--- src/rtl/core/uer_pkg.sv ---
// ----------------------------------------------------------------------------
// uer_pkg
// Shared types and constants of the ultrasonic echo ranger.
// ----------------------------------------------------------------------------
`default_nettype none

package uer_pkg;

  // Counter width default (tick counter of trigger, wait and echo phases)
  localparam int unsigned COUNT_BITS_DEF = 18;

  // Register widths
  localparam int unsigned TRIG_W   = 8;
  localparam int unsigned WAIT_W   = 16;
  localparam int unsigned ECHO_W   = 18;
  localparam int unsigned TPU_W    = 8;
  localparam int unsigned DIST_W   = 8;
  localparam int unsigned CFG_DATA_W = 32;

  // Register reset values
  localparam logic [TRIG_W-1:0] TRIG_WIDTH_RST     = TRIG_W'(10);
  localparam logic [WAIT_W-1:0] WAIT_LIMIT_RST     = WAIT_W'(20000);
  localparam logic [ECHO_W-1:0] ECHO_LIMIT_RST     = ECHO_W'(205824);
  localparam logic [TPU_W-1:0]  TICKS_PER_UNIT_RST = TPU_W'(58);

  // Saturated / no-echo distance
  localparam logic [DIST_W-1:0] FAR_UNITS = '1;

  // Register indexes
  typedef enum logic [1:0] {
    CFG_TRIGGER_WIDTH  = 2'd0,
    CFG_WAIT_LIMIT     = 2'd1,
    CFG_ECHO_LIMIT     = 2'd2,
    CFG_TICKS_PER_UNIT = 2'd3
  } cfg_idx_e;

  typedef struct packed {
    logic [TRIG_W-1:0] trigger_width;
    logic [WAIT_W-1:0] wait_limit;
    logic [ECHO_W-1:0] echo_limit;
    logic [TPU_W-1:0]  ticks_per_unit;
  } cfg_t;

  typedef struct packed {
    logic              trigger;
    logic              busy_res;
    logic              done_res;
    logic [DIST_W-1:0] distance;
    logic              timed_out;
  } res_t;

endpackage

`default_nettype wire

--- src/rtl/core/uer_fsm.sv ---
// ----------------------------------------------------------------------------
// uer_fsm
// Measurement sequencer: trigger, echo wait, echo timing with prescaler.
// ----------------------------------------------------------------------------
`default_nettype none

module uer_fsm import uer_pkg::*; #(
  parameter int unsigned COUNT_BITS = COUNT_BITS_DEF
) (
  input  wire  clk_i,
  input  wire  rst_ni,
  input  wire  step_i,      // process the staged tick
  input  wire  start_req_i,
  input  wire  echo_i,
  input  cfg_t cfg_i,
  output res_t res_o        // result of the staged tick
);

  localparam int unsigned CMP_W = (COUNT_BITS > ECHO_W) ? COUNT_BITS : ECHO_W;
  localparam logic [COUNT_BITS-1:0] CNT_ONE = COUNT_BITS'(1);

  typedef enum logic [1:0] {
    PH_IDLE = 2'd0,
    PH_TRIG = 2'd1,
    PH_WAIT = 2'd2,
    PH_ECHO = 2'd3
  } phase_e;

  phase_e                  ph_q, ph_d, ph_m;
  logic [COUNT_BITS-1:0]   tick_q, tick_d, tick_m;
  logic [TPU_W-1:0]        pre_q, pre_d;
  logic [DIST_W-1:0]       unit_q, unit_d;
  logic [DIST_W-1:0]       dist_q, dist_d;
  logic                    tmo_q, tmo_d;

  logic                    trig;
  logic                    done;

  // echo tick counting
  logic [COUNT_BITS-1:0]   tick_b;
  logic [TPU_W-1:0]        pre_b, pre_inc;
  logic [DIST_W-1:0]       unit_b;
  logic                    unit_wrap;
  logic [COUNT_BITS-1:0]   tick_c;
  logic [TPU_W-1:0]        pre_c;
  logic [DIST_W-1:0]       unit_c;
  logic                    wait_to, echo_to;

  always_comb begin
    // first half: start and trigger
    ph_m   = ph_q;
    tick_m = tick_q;
    trig   = 1'b0;
    unique case (ph_q)
      PH_IDLE: begin
        if (start_req_i) begin
          ph_m   = PH_TRIG;
          tick_m = CNT_ONE;
          trig   = 1'b1;
        end
      end
      PH_TRIG: begin
        if (tick_q < COUNT_BITS'(cfg_i.trigger_width)) begin
          tick_m = tick_q + CNT_ONE;
          trig   = 1'b1;
        end else begin
          ph_m   = PH_WAIT;
          tick_m = '0;
        end
      end
      default: ;
    endcase

    // one echo tick, from zero on entry to the echo phase
    tick_b    = (ph_m == PH_WAIT) ? '0 : tick_q;
    pre_b     = (ph_m == PH_WAIT) ? '0 : pre_q;
    unit_b    = (ph_m == PH_WAIT) ? '0 : unit_q;
    tick_c    = tick_b + CNT_ONE;
    pre_inc   = pre_b + TPU_W'(1);
    unit_wrap = (pre_inc >= cfg_i.ticks_per_unit);
    pre_c     = unit_wrap ? '0 : pre_inc;
    unit_c    = (unit_wrap && (unit_b != FAR_UNITS)) ? unit_b + DIST_W'(1) : unit_b;

    wait_to = (tick_m >= COUNT_BITS'(cfg_i.wait_limit)) || (&tick_m);
    echo_to = (CMP_W'(tick_q) >= CMP_W'(cfg_i.echo_limit)) || (&tick_q);

    // second half: wait and timing
    ph_d   = ph_m;
    tick_d = tick_m;
    pre_d  = pre_q;
    unit_d = unit_q;
    dist_d = dist_q;
    tmo_d  = tmo_q;
    done   = 1'b0;

    if (ph_m == PH_WAIT) begin
      if (echo_i) begin
        ph_d   = PH_ECHO;
        tick_d = tick_c;
        pre_d  = pre_c;
        unit_d = unit_c;
      end else if (wait_to) begin
        dist_d = FAR_UNITS;
        tmo_d  = 1'b1;
        done   = 1'b1;
      end else begin
        tick_d = tick_m + CNT_ONE;
      end
    end else if (ph_m == PH_ECHO) begin
      if (!echo_i) begin
        dist_d = unit_q;
        tmo_d  = 1'b0;
        done   = 1'b1;
      end else if (echo_to) begin
        dist_d = FAR_UNITS;
        tmo_d  = 1'b1;
        done   = 1'b1;
      end else begin
        tick_d = tick_c;
        pre_d  = pre_c;
        unit_d = unit_c;
      end
    end

    if (done) begin
      ph_d   = PH_IDLE;
      tick_d = '0;
      pre_d  = '0;
      unit_d = '0;
    end

    res_o.trigger   = trig;
    res_o.busy_res  = (ph_d != PH_IDLE);
    res_o.done_res  = done;
    res_o.distance  = dist_d;
    res_o.timed_out = tmo_d;
  end

  always_ff @(posedge clk_i or negedge rst_ni) begin
    if (!rst_ni) begin
      ph_q   <= PH_IDLE;
      tick_q <= '0;
      pre_q  <= '0;
      unit_q <= '0;
      dist_q <= FAR_UNITS;
      tmo_q  <= 1'b0;
    end else if (step_i) begin
      ph_q   <= ph_d;
      tick_q <= tick_d;
      pre_q  <= pre_d;
      unit_q <= unit_d;
      dist_q <= dist_d;
      tmo_q  <= tmo_d;
    end
  end

endmodule

`default_nettype wire

--- config.mk ---
export PLATFORM = sky130hd
export DESIGN_NAME = uer_fsm
export DESIGN_NICKNAME = d
export VERILOG_FILES = /design/src/rtl/core/uer_pkg.sv /design/src/rtl/core/uer_fsm.sv
export SDC_FILE = /design/constraint.sdc
export NUM_CORES = 1
export LEC_CHECK = 0
export BUFFER_PORTS_ARGS = -buffer_cell sky130_fd_sc_hd__buf_4
export CAP_MARGIN = 20
export CORE_ASPECT_RATIO = 1.5
export CORE_UTILIZATION = 30
export DETAILED_ROUTE_END_ITERATION = 8
export GPL_TIMING_DRIVEN = 0
export PLACE_DENSITY = 0.46
export SLEW_MARGIN = 15
export SYNTH_ARGS = -nofsm -noshare
export SYNTH_HDL_FRONTEND = slang
export SYNTH_SLANG_ARGS = --single-unit
--- constraint.sdc ---
create_clock -name clk_i -period 4.1 [get_ports clk_i]
set_input_delay 0.41 -clock clk_i [delete_from_list [all_inputs] [get_ports clk_i]]
set_output_delay 0.41 -clock clk_i [all_outputs]
set_load 0.1 [all_outputs]
==> results of run 1 <==
==> path summary, 6_finish.rpt <==
check	slack [ns]	cells after the start	endpoint
max reg2reg	-0.46	23	unit_q[6]$_DFFE_PN0P_
max	-0.53	21	res_o[5]
max in group asynchronous	3.49	1	tick_q[4]$_DFFE_PN0P_
min in group clk_i	0.50	2	pre_q[7]$_DFFE_PN0P_
min	0.14	1	unit_q[2]$_DFFE_PN0P_
min reg2reg	0.50	2	pre_q[7]$_DFFE_PN0P_
==> layer usage <==
metal / GRT usage / vias to the layer above / share of wire
li1: - / 2748 / -
met1: 0.261 / 2769 / 0.39
met2: 0.429 / 191 / 0.53
met3: 0.0204 / 48 / 0.043
met4: 0.0964 / 0 / 0.040
met5: 0 / - / 0
==> through the flow <==
| step | instances | cell area (um^2) | utilization |
|---|---|---|---|
| finish | 1028 | 7770 | 0.448 |
| global placement | 962 | 6220 | 0.359 |
| CTS | 1015 | 7520 | 0.433 |
| floorplan | 685 | 5470 | - |
| global route | 1028 | 7770 | 0.448 |
| detailed placement | 963 | 6240 | 0.360 |
==> Yosys cell counts (8+ instances only) <==
master                     number
sky130_fd_sc_hd__and2_1        11
sky130_fd_sc_hd__nor2_1        57
sky130_fd_sc_hd__buf_2         14
sky130_fd_sc_hd__nand2_1       70
sky130_fd_sc_hd__dfstp_2        8
sky130_fd_sc_hd__a21o_1         8
sky130_fd_sc_hd__xnor2_1       12
sky130_fd_sc_hd__nor3_1         9
sky130_fd_sc_hd__ha_1          54
sky130_fd_sc_hd__a31oi_1        8
sky130_fd_sc_hd__clkbuf_1      13
sky130_fd_sc_hd__xor2_1        13
sky130_fd_sc_hd__nand3_1       33
sky130_fd_sc_hd__a21oi_1       41
sky130_fd_sc_hd__inv_1         64
sky130_fd_sc_hd__o31ai_1        8
sky130_fd_sc_hd__nand4_1       14
sky130_fd_sc_hd__buf_4         11
sky130_fd_sc_hd__o21ai_0       54
sky130_fd_sc_hd__dfrtp_1       37
sky130_fd_sc_hd__o22a_1         8
==> what timing repair did <==
action	4_1_cts	5_1_grt
hold buffers	0	0
hold endpoints to repair	0	0
endpoints found under the setup margin	56	55
cloned	3	1
gates resized for setup	174	34
pin swaps	46	30
setup buffers	45	12
==> critical path, cell delays in order, from the launching register on <==
cell	delay [ns]
sky130_fd_sc_hd__dfrtp_1	0.41
sky130_fd_sc_hd__ha_4	0.24
sky130_fd_sc_hd__a211oi_4	0.32
sky130_fd_sc_hd__nand4_1	0.24
sky130_fd_sc_hd__nor2_2	0.23
sky130_fd_sc_hd__o21ai_4	0.11
sky130_fd_sc_hd__o21ai_1	0.13
sky130_fd_sc_hd__nand2_1	0.11
sky130_fd_sc_hd__o21ai_4	0.10
sky130_fd_sc_hd__ha_4	0.23
sky130_fd_sc_hd__a21oi_2	0.13
sky130_fd_sc_hd__o21ai_2	0.07
sky130_fd_sc_hd__a2111o_1	0.40
sky130_fd_sc_hd__a31oi_4	0.29
sky130_fd_sc_hd__nor2_4	0.07
sky130_fd_sc_hd__o21ai_2	0.12
sky130_fd_sc_hd__buf_6	0.14
sky130_fd_sc_hd__a21boi_4	0.06
sky130_fd_sc_hd__buf_12	0.16
sky130_fd_sc_hd__nor2_4	0.10
sky130_fd_sc_hd__o21ai_4	0.07
sky130_fd_sc_hd__buf_12	0.18
==> cells by family after synthesis <==
group | count (synthesis) | synth area share
AOI/OAI and AO/OA | 206 | 0.279
xor gates and xnor gates | 25 | 0.0411
adders and majority gates | 54 | 0.127
buffers and inverters | 107 | 0.0924
DFF | 45 | 0.213
muxes | 3 | 0.00564
and+or+nand+nor | 245 | 0.241
==> state kept, by name, indices dropped and copies added (netlist names) <==
register and cells:
dist_q 8, ph_q 2, tmo_q 1, tick_q 18
pre_q 8, unit_q 8
==> final cells by class <==
| type | instances | area [um^2] |
|---|---|---|
| Inverter | 64 | 243 |
| Buffer | 40 | 288 |
| Sequential cell | 45 | 1140 |
| Clock inverter | 2 | 38.8 |
| Clock buffer | 6 | 129 |
| Fill cell | 1726 | 9580 |
| Timing Repair Buffer | 123 | 1190 |
| Multi-Input combinational cell | 535 | 4470 |
| Tap cell | 213 | 267 |
==> power by group through the flow <==
stage               Clock [uW]  Sequential (uW)  Combinational, uW
floorplan                    0              641               2120
global route               517              707               4110
CTS                        505              686               3690
finish                     495              696               3870
global placement             0              671               2830
detailed placement           0              678               2850
==> impl_summary.md, run 1 <==
Status
The flow ran to the end, but the final reports show violations. The final reports fail on negative setup slack.

Synth
Yosys printed 0 warnings. In this run the mean area of a mapped cell was approximately 8 um^2. By area the synthesized netlist is led by sky130_fd_sc_hd__dfrtp_1 17%, sky130_fd_sc_hd__ha_1 13%, sky130_fd_sc_hd__o21ai_0 5.1%. The synthesis-stage register bit count is 45.

The count of different cell masters after synthesis is 94. The number of instances in the synthesized netlist is between 600 and 700. Of the post-synthesis cell area, the dominant cell type holds 0.174. Summing every instance area after synthesis gives 5320 um^2.

Of the synthesized area, sequential elements account for 0.213. For this run, asynchronously set or reset flops after synthesis account for 1.00. The most instantiated flip-flop cell in the synthesis netlist is sky130_fd_sc_hd__dfrtp_1. The library cell occupying the most area in the post-synthesis netlist is sky130_fd_sc_hd__dfrtp_1. The post-synth net total is between 700 and 800. Counting flops with a built-in enable in the synthesized netlist gives 0.

Timing
Setup violations remaining at the end of the flow were counted as 48. The timing-limited maximum frequency is roughly 220 MHz. Hold is met by 0.144 ns. Setup repair after global routing could not meet its margin everywhere. After routing, the total negative slack on setup checks comes to -15.07 ns. The final hold violation count was 0. Dividing the final minimum period by the clock period gives 1.13.

The minimum clock period is between 4 and 5 ns. The post-route worst setup slack is -0.530 ns. The total count of max-transition violations in the final report was 0. The actual transition at the worst max-transition pin is 1.04 ns. The maximum clock skew at final layout is between 0.005 and 0.006 ns. The remaining max-slew budget at the tightest pin is 0.303.

Detailed routing
The detailed-route wire length per cell is between 20 and 25 um. The detailed router's first-iteration violation count is 348. The number of nets with antenna violations after routing is 0. The total routed wirelength is slightly above 20,000 um. For this run, design rule violations remaining after detail routing come to 0. The number of vias after detailed routing is about 5,800.

The pre-antenna-repair detailed-routing pass consisted of 5 iterations. Dividing the detail-routed via count by the number of cells gives 5.60.

Floorplan
In this run the vertical extent of the chip is about 170 um. The total area inside the core boundary comes to between 15,000 and 20,000 um^2. The row count is 59. 67 I/O pins were placed. The area enclosed by the die boundary is 18,300 um^2. The die is approximately 110 um wide.

The initial cell density of the core is 0.307.

Global routing
The initial antenna violation count came to 0. For this run, the total global-route usage over all layers was measured as 0.227. The total overflow left after global routing is 0.

The number of global-route vias before repair is ~5,800. The wire length of the first global-routing pass is 32,200 um. The maximum number of pins on one net before global-route repair is 46.

Placement
Buffers placed on the I/O ports in this run total between 60 and 70. The HPWL after detailed placement is 15,100 um. At the end of routability-driven placement, the weighted congestion stood at between 0.8 and 0.9. The worst setup slack after placement is -1.21 ns.

Setup path
The worst setup path is captured at an output pin. The worst setup path is of the reg -> out kind. The critical path starts at tick_q[7]$_DFFE_PN0P_. The worst setup path is launched from a register.

Data on the critical path arrives at its endpoint at 4.22 ns. The worst register-to-register path begins at tick_q[7]$_DFFE_PN0P_. Of all nets on the critical path, the largest fanout is 6. Data on the critical path is required at its endpoint by 3.69 ns.

Clock network
The tree built by TritonCTS fans out to 45 sinks. Clock tree synthesis inserted a total of 5 buffers. The maximum number of buffers from clock root to sink is 2. TritonCTS built the clock tree. CTS placed an instance of sky130_fd_sc_hd__clkbuf_16 at the clock tree root. The source-to-sink clock delay at the later pin of the worst-skew pair is 0.30 ns.

The clock transition at the registers of the reported paths is ~0.070 ns. The H-tree level count is 2.

Cells and area
Relative to the synthesized area, the layout overhead comes to 46.1%. The number of antenna diodes is 0. In the final layout, the share of cells above drive strength 1 is 0.369. In the final design database the tool counted roughly 920 nets. The most common cell after layout, fill and taps aside is sky130_fd_sc_hd__buf_4. In the layout the commonest cells are 97 x sky130_fd_sc_hd__buf_4, 63 x sky130_fd_sc_hd__inv_1, 60 x sky130_fd_sc_hd__nand2_1.

Run
The number of max-cap violations is 0.

Pwr
The power share of the combinational group is 0.765. The worst ir drop on vdd is between 0.5 and 0.6 mV. The power density normalized to cell area is between 600 and 700 nW/um^2. The internal power contribution is ~2400 uW. The sequential share of power is 0.138. The standby leakage power is ~0.0035 uW. The clock share of power is 0.098. The completed layout was analyzed and its total power is ~5000 uW. Of the total power, the share spent switching nets is 0.521. The net switching power is between 2000 and 3000 uW.

Min path
The worst min-delay path class is in -> async.
(Power assumes the default switching activity.)
==> run 2, diff against run 1 <==
--- a/config.mk
+++ b/config.mk
@@ -12,6 +12,7 @@
 export DETAILED_ROUTE_END_ITERATION = 8
 export GPL_TIMING_DRIVEN = 0
 export PLACE_DENSITY = 0.46
+export REMOVE_ABC_BUFFERS = 1
 export SLEW_MARGIN = 15
 export SYNTH_ARGS = -nofsm -noshare
 export SYNTH_HDL_FRONTEND = slang
==> run 2 against run 1 <==
  * The flow still finishes with violations (negative setup slack)
  * Global-route usage shrank 2.9 points
  * Clock power shrank 9.3%
  * Power shrank 9.1%
  * Register-to-register slack gained 0.16 ns
  * Wire length shrank 7.6%
  * Critical endpoint is now res_o[3]
  * Critical path type unchanged
  * Final cell count shrank 2.3%
  * Die area is the same
  * Non-clock buffer count shrank 25
  * Flip-flop and latch count is the same
==> impl_summary.md, run 2 (synthesis results as in run 1) <==
Setup path
The critical-path maximum fanout is 7 (was 6). The capture point of the worst path is res_o[3] (was res_o[5]). The endpoint of the worst register-to-register path is tick_q[12]$_DFFE_PN0P_ (was unit_q[6]$_DFFE_PN0P_). The worst path arrival time is 4.24 ns (was 4.22 ns).

The kind of capture point of the worst setup path was an output pin (unchanged). The launching element of the worst setup path is tick_q[7]$_DFFE_PN0P_ (unchanged). The required time reported for the critical path endpoint came to 3.69 ns (about the same).

The library cell appearing most often on the critical path is sky130_fd_sc_hd__buf_6 (was sky130_fd_sc_hd__o21ai_4). The master of the slowest instance on the critical path is sky130_fd_sc_hd__dfrtp_2 (was sky130_fd_sc_hd__dfrtp_1). The critical path buffer and inverter count came to 5 (was 3).

The source of the worst register-to-register timing path is tick_q[6]$_DFFE_PN0P_ (was tick_q[7]$_DFFE_PN0P_). The logic depth of the worst setup path including buffers is 18 (was 21). The nature of the critical path startpoint is a register (unchanged). Worst path cell trace: ha_4 > buf_4 > nand4bb_4 > buf_6 > buf_6 > o221a_1 > or2_4 > ha_1 > nand4_1 > o21ai_4 > a31oi_4 > nor2_4 > o21ai_2 > buf_6 > a21boi_4 > nor2_1 > o21ai_1 > buf_6 (was ha_4 > a211oi_4 > nand4_1 > nor2_2 > o21ai_4 > o21ai_1 > nand2_1 > o21ai_4 > ha_4 > a21oi_2 > o21ai_2 > a2111o_1 > a31oi_4 > nor2_4 > o21ai_2 > buf_6 > a21boi_4 > buf_12 > nor2_4 > o21ai_4 > buf_12). The flop-to-flop setup slack is -0.30 ns (was -0.46 ns). The cell type group with the largest total delay on the critical path is compound AO/OA/AOI/OAI gates (unchanged).

The depth of the worst register-to-register path was 20 (was 23). The maximum cell stage delay along the critical path is 0.44 ns (was 0.41 ns). The start-to-end type of the worst setup path is reg -> out (unchanged).

Cells and area
The most common cell after layout, fill and taps aside is sky130_fd_sc_hd__buf_4 (unchanged). The number of standard cells in the layout, taps in and fillers out came to 1,004 (was 1,028). The register with the highest flop count is tick_q (unchanged). The number of flip-flops under the largest register name is 18 (unchanged). The layout-stage area growth over the synthesis result was 39.4% (was 46.1%). The fraction of final layout cells with drive strength greater than 1 is 0.363 (was 0.369). The number of antenna diodes came to 0 (unchanged).

The number of nets in the final layout is 899 (was 923). Highest-count cells in the layout ignoring fill and taps: 105 x sky130_fd_sc_hd__buf_4, 64 x sky130_fd_sc_hd__nand2_1, 63 x sky130_fd_sc_hd__inv_1 (was 97 x sky130_fd_sc_hd__buf_4, 63 x sky130_fd_sc_hd__inv_1, 60 x sky130_fd_sc_hd__nand2_1).

Global routing
The global-route total usage across every layer is 0.198 (was 0.227). The remaining global-route overflow is 0 (unchanged). The wire length of the first global-routing pass is 28,700 um (was 32,200 um).

The number of global-route vias before repair is 5,441 (was 5,813). The initial antenna violation count is 0 (unchanged). The maximum number of pins on one net before global-route repair came to 46 (unchanged).

Clock network
The TritonCTS sink count is 45 (unchanged). The clock tree from TritonCTS is yes (unchanged). The H-tree level count is 2 (unchanged). The clock transition at the registers of the reported paths was 0.08 ns (was 0.07 ns). The source-to-sink clock delay at the later pin of the worst-skew pair came to 0.30 ns (about the same). The maximum number of buffers from clock root to sink came to 2 (unchanged). The number of CTS-inserted buffers is 5 (unchanged). The clock tree root buffer cell is sky130_fd_sc_hd__clkbuf_16 (unchanged).

Timing
The remaining max-slew budget at the tightest pin is 0.319 (was 0.303). The final hold violation count came to 0 (unchanged). Setup repair after global routing missed its margin: true (unchanged). The final worst-path cycle share is 1.13 (about the same). The summed negative setup slack over all endpoints is -10.86 ns (was -15.07 ns). The minimum clock period came to 4.65 ns (was 4.63 ns).

The timing-limited maximum frequency is 215 MHz (was 216 MHz). The post-route worst setup slack is -0.548 ns (was -0.530 ns). The maximum clock skew at final layout is 0.0127 ns (was 0.00502 ns). The final-layout worst hold slack is 0.141 ns (was 0.144 ns). The actual transition at the worst max-transition pin is 1.02 ns (was 1.04 ns). The total count of max-transition violations in the final report is 0 (unchanged). The final setup violation count was 44 (was 48).

Floorplan
The initial cell density of the core is 0.307 (unchanged). The row count was 59 (unchanged). The die width is 111 um (unchanged). The number of top-level pins is 67 (unchanged). The core area is 17,300 um^2 (unchanged). The overall die height is 165 um (unchanged). The area enclosed by the die boundary is 18,300 um^2 (unchanged).

Detailed routing
The number of remaining DRC errors is 0 (unchanged). The number of nets with antenna violations after routing is 0 (unchanged). The number of vias after detailed routing is 5,658 (was 5,756). The detailed router's first-iteration violation count was 363 (was 348). The amount of wire on met3 after detailed routing is 721 um (was 887 um).

The mean number of vias per cell came to 5.64 (was 5.60). The met2 wire length came to 10,100 um (was 10,900 um). The wire length on met1 came to 7370 um (was 8010 um). The number of optimization iterations in the first detailed-route pass came to 5 (unchanged). The total routed wirelength is 19,100 um (was 20,600 um). The top routing layer in use is met4 (unchanged).

The detailed-route wire length per cell is 19.0 um (was 20.1 um).

Pwr
The worst ir drop on vdd is 0.496 mV (was 0.556 mV). The total chip power is 4600 uW (was 5060 uW). The standby leakage power is 0.00322 uW (was 0.00345 uW).

The power density normalized to cell area is 620 nW/um^2 (was 651 nW/um^2).

Placement
The total instance count after detailed placement is 922 (was 963). The HPWL after detailed placement is 13,100 um (was 15,100 um). The number of buffers added on ports was 66 (was 64). The weighted congestion at the end of routability-driven global placement came to 0.897 (was 0.870).

Status
Violated checks: negative setup slack (unchanged). Status: complete, but fails checks (unchanged).

Min path
The worst min-delay path class is in -> async (unchanged).

Run
The number of max-cap violations is 0 (unchanged).
-- run 2: cell types whose count changed in the layout (fill, tap and decap cells not counted), moves of 4 or more --
cell,previous run,this run
sky130_fd_sc_hd__buf_2,7,0
sky130_fd_sc_hd__clkbuf_1,12,0
sky130_fd_sc_hd__buf_4,97,105
sky130_fd_sc_hd__o21ai_4,11,2
sky130_fd_sc_hd__nand2_2,7,3
sky130_fd_sc_hd__buf_12,17,3
sky130_fd_sc_hd__o21ai_2,7,12
sky130_fd_sc_hd__dfrtp_2,5,13
sky130_fd_sc_hd__dfrtp_1,32,24
sky130_fd_sc_hd__nor2_4,9,3
sky130_fd_sc_hd__nor2_1,44,52
sky130_fd_sc_hd__nand2_1,60,64
-- run 2: power by group --
part	leakage (uW)	internal, uW	switching [uW]	total [uW]
clock network	0.0000799	259	190	449
registers	0.000563	574	177	751
logic	0.00257	1270	2130	3400
total	0.00322	2100	2500	4600
-- run 2: repair_timing --
action / in CTS / in global routing
setup buffers: 34 / 42
hold buffers: 0 / 0
resized for setup: 130 / 74
setup endpoints to repair: 56 / 54
gates cloned: 1 / 2
pin swaps: 49 / 56
-- run 2: through the flow --
| stage | utilization | area (um^2) | worst slack, ns |
|---|---|---|---|
| after floorplan | - | 5070 | -2.31 |
| after global placement | 0.336 | 5830 | -2.24 |
| after detailed placement | 0.337 | 5840 | -2.27 |
| after CTS | 0.390 | 6770 | -0.534 |
| after global routing | 0.428 | 7420 | -0.635 |
| final | 0.428 | 7420 | -0.548 |
-- run 2: worst min-delay path by stage --
stage	slack, ns	endpoint	start	cells past startpoint
after floorplan	0.11	ph_q[0]$_DFFE_PN0P_	rst_ni	0
after global routing	0.19	tmo_q$_DFFE_PN0P_	rst_ni	1
after detailed placement	0.48	tmo_q$_DFFE_PN0P_	rst_ni	1
after global placement	0.47	tmo_q$_DFFE_PN0P_	rst_ni	1
after CTS	0.17	tick_q[5]$_DFFE_PN0P_	rst_ni	1
final	0.14	unit_q[4]$_DFFE_PN0P_	rst_ni	1
-- run 2: cell type report --
type,count,area [um^2]
Sequential cell,45,1150
Fill cell,1720,9930
Multi-Input combinational cell,536,4400
Tap cell,213,267
Clock inverter,1,5.00
Timing Repair Buffer,138,1190
Clock buffer,7,153
Inverter,64,244
-- run 2: per-layer routing --
| metal | track usage | vias up |
|---|---|---|
| met2 | 0.381 | 173 |
| li1 | - | 2695 |
| met5 | 0 | - |
| met3 | 0.0226 | 40 |
| met4 | 0.0945 | 0 |
| met1 | 0.215 | 2750 |
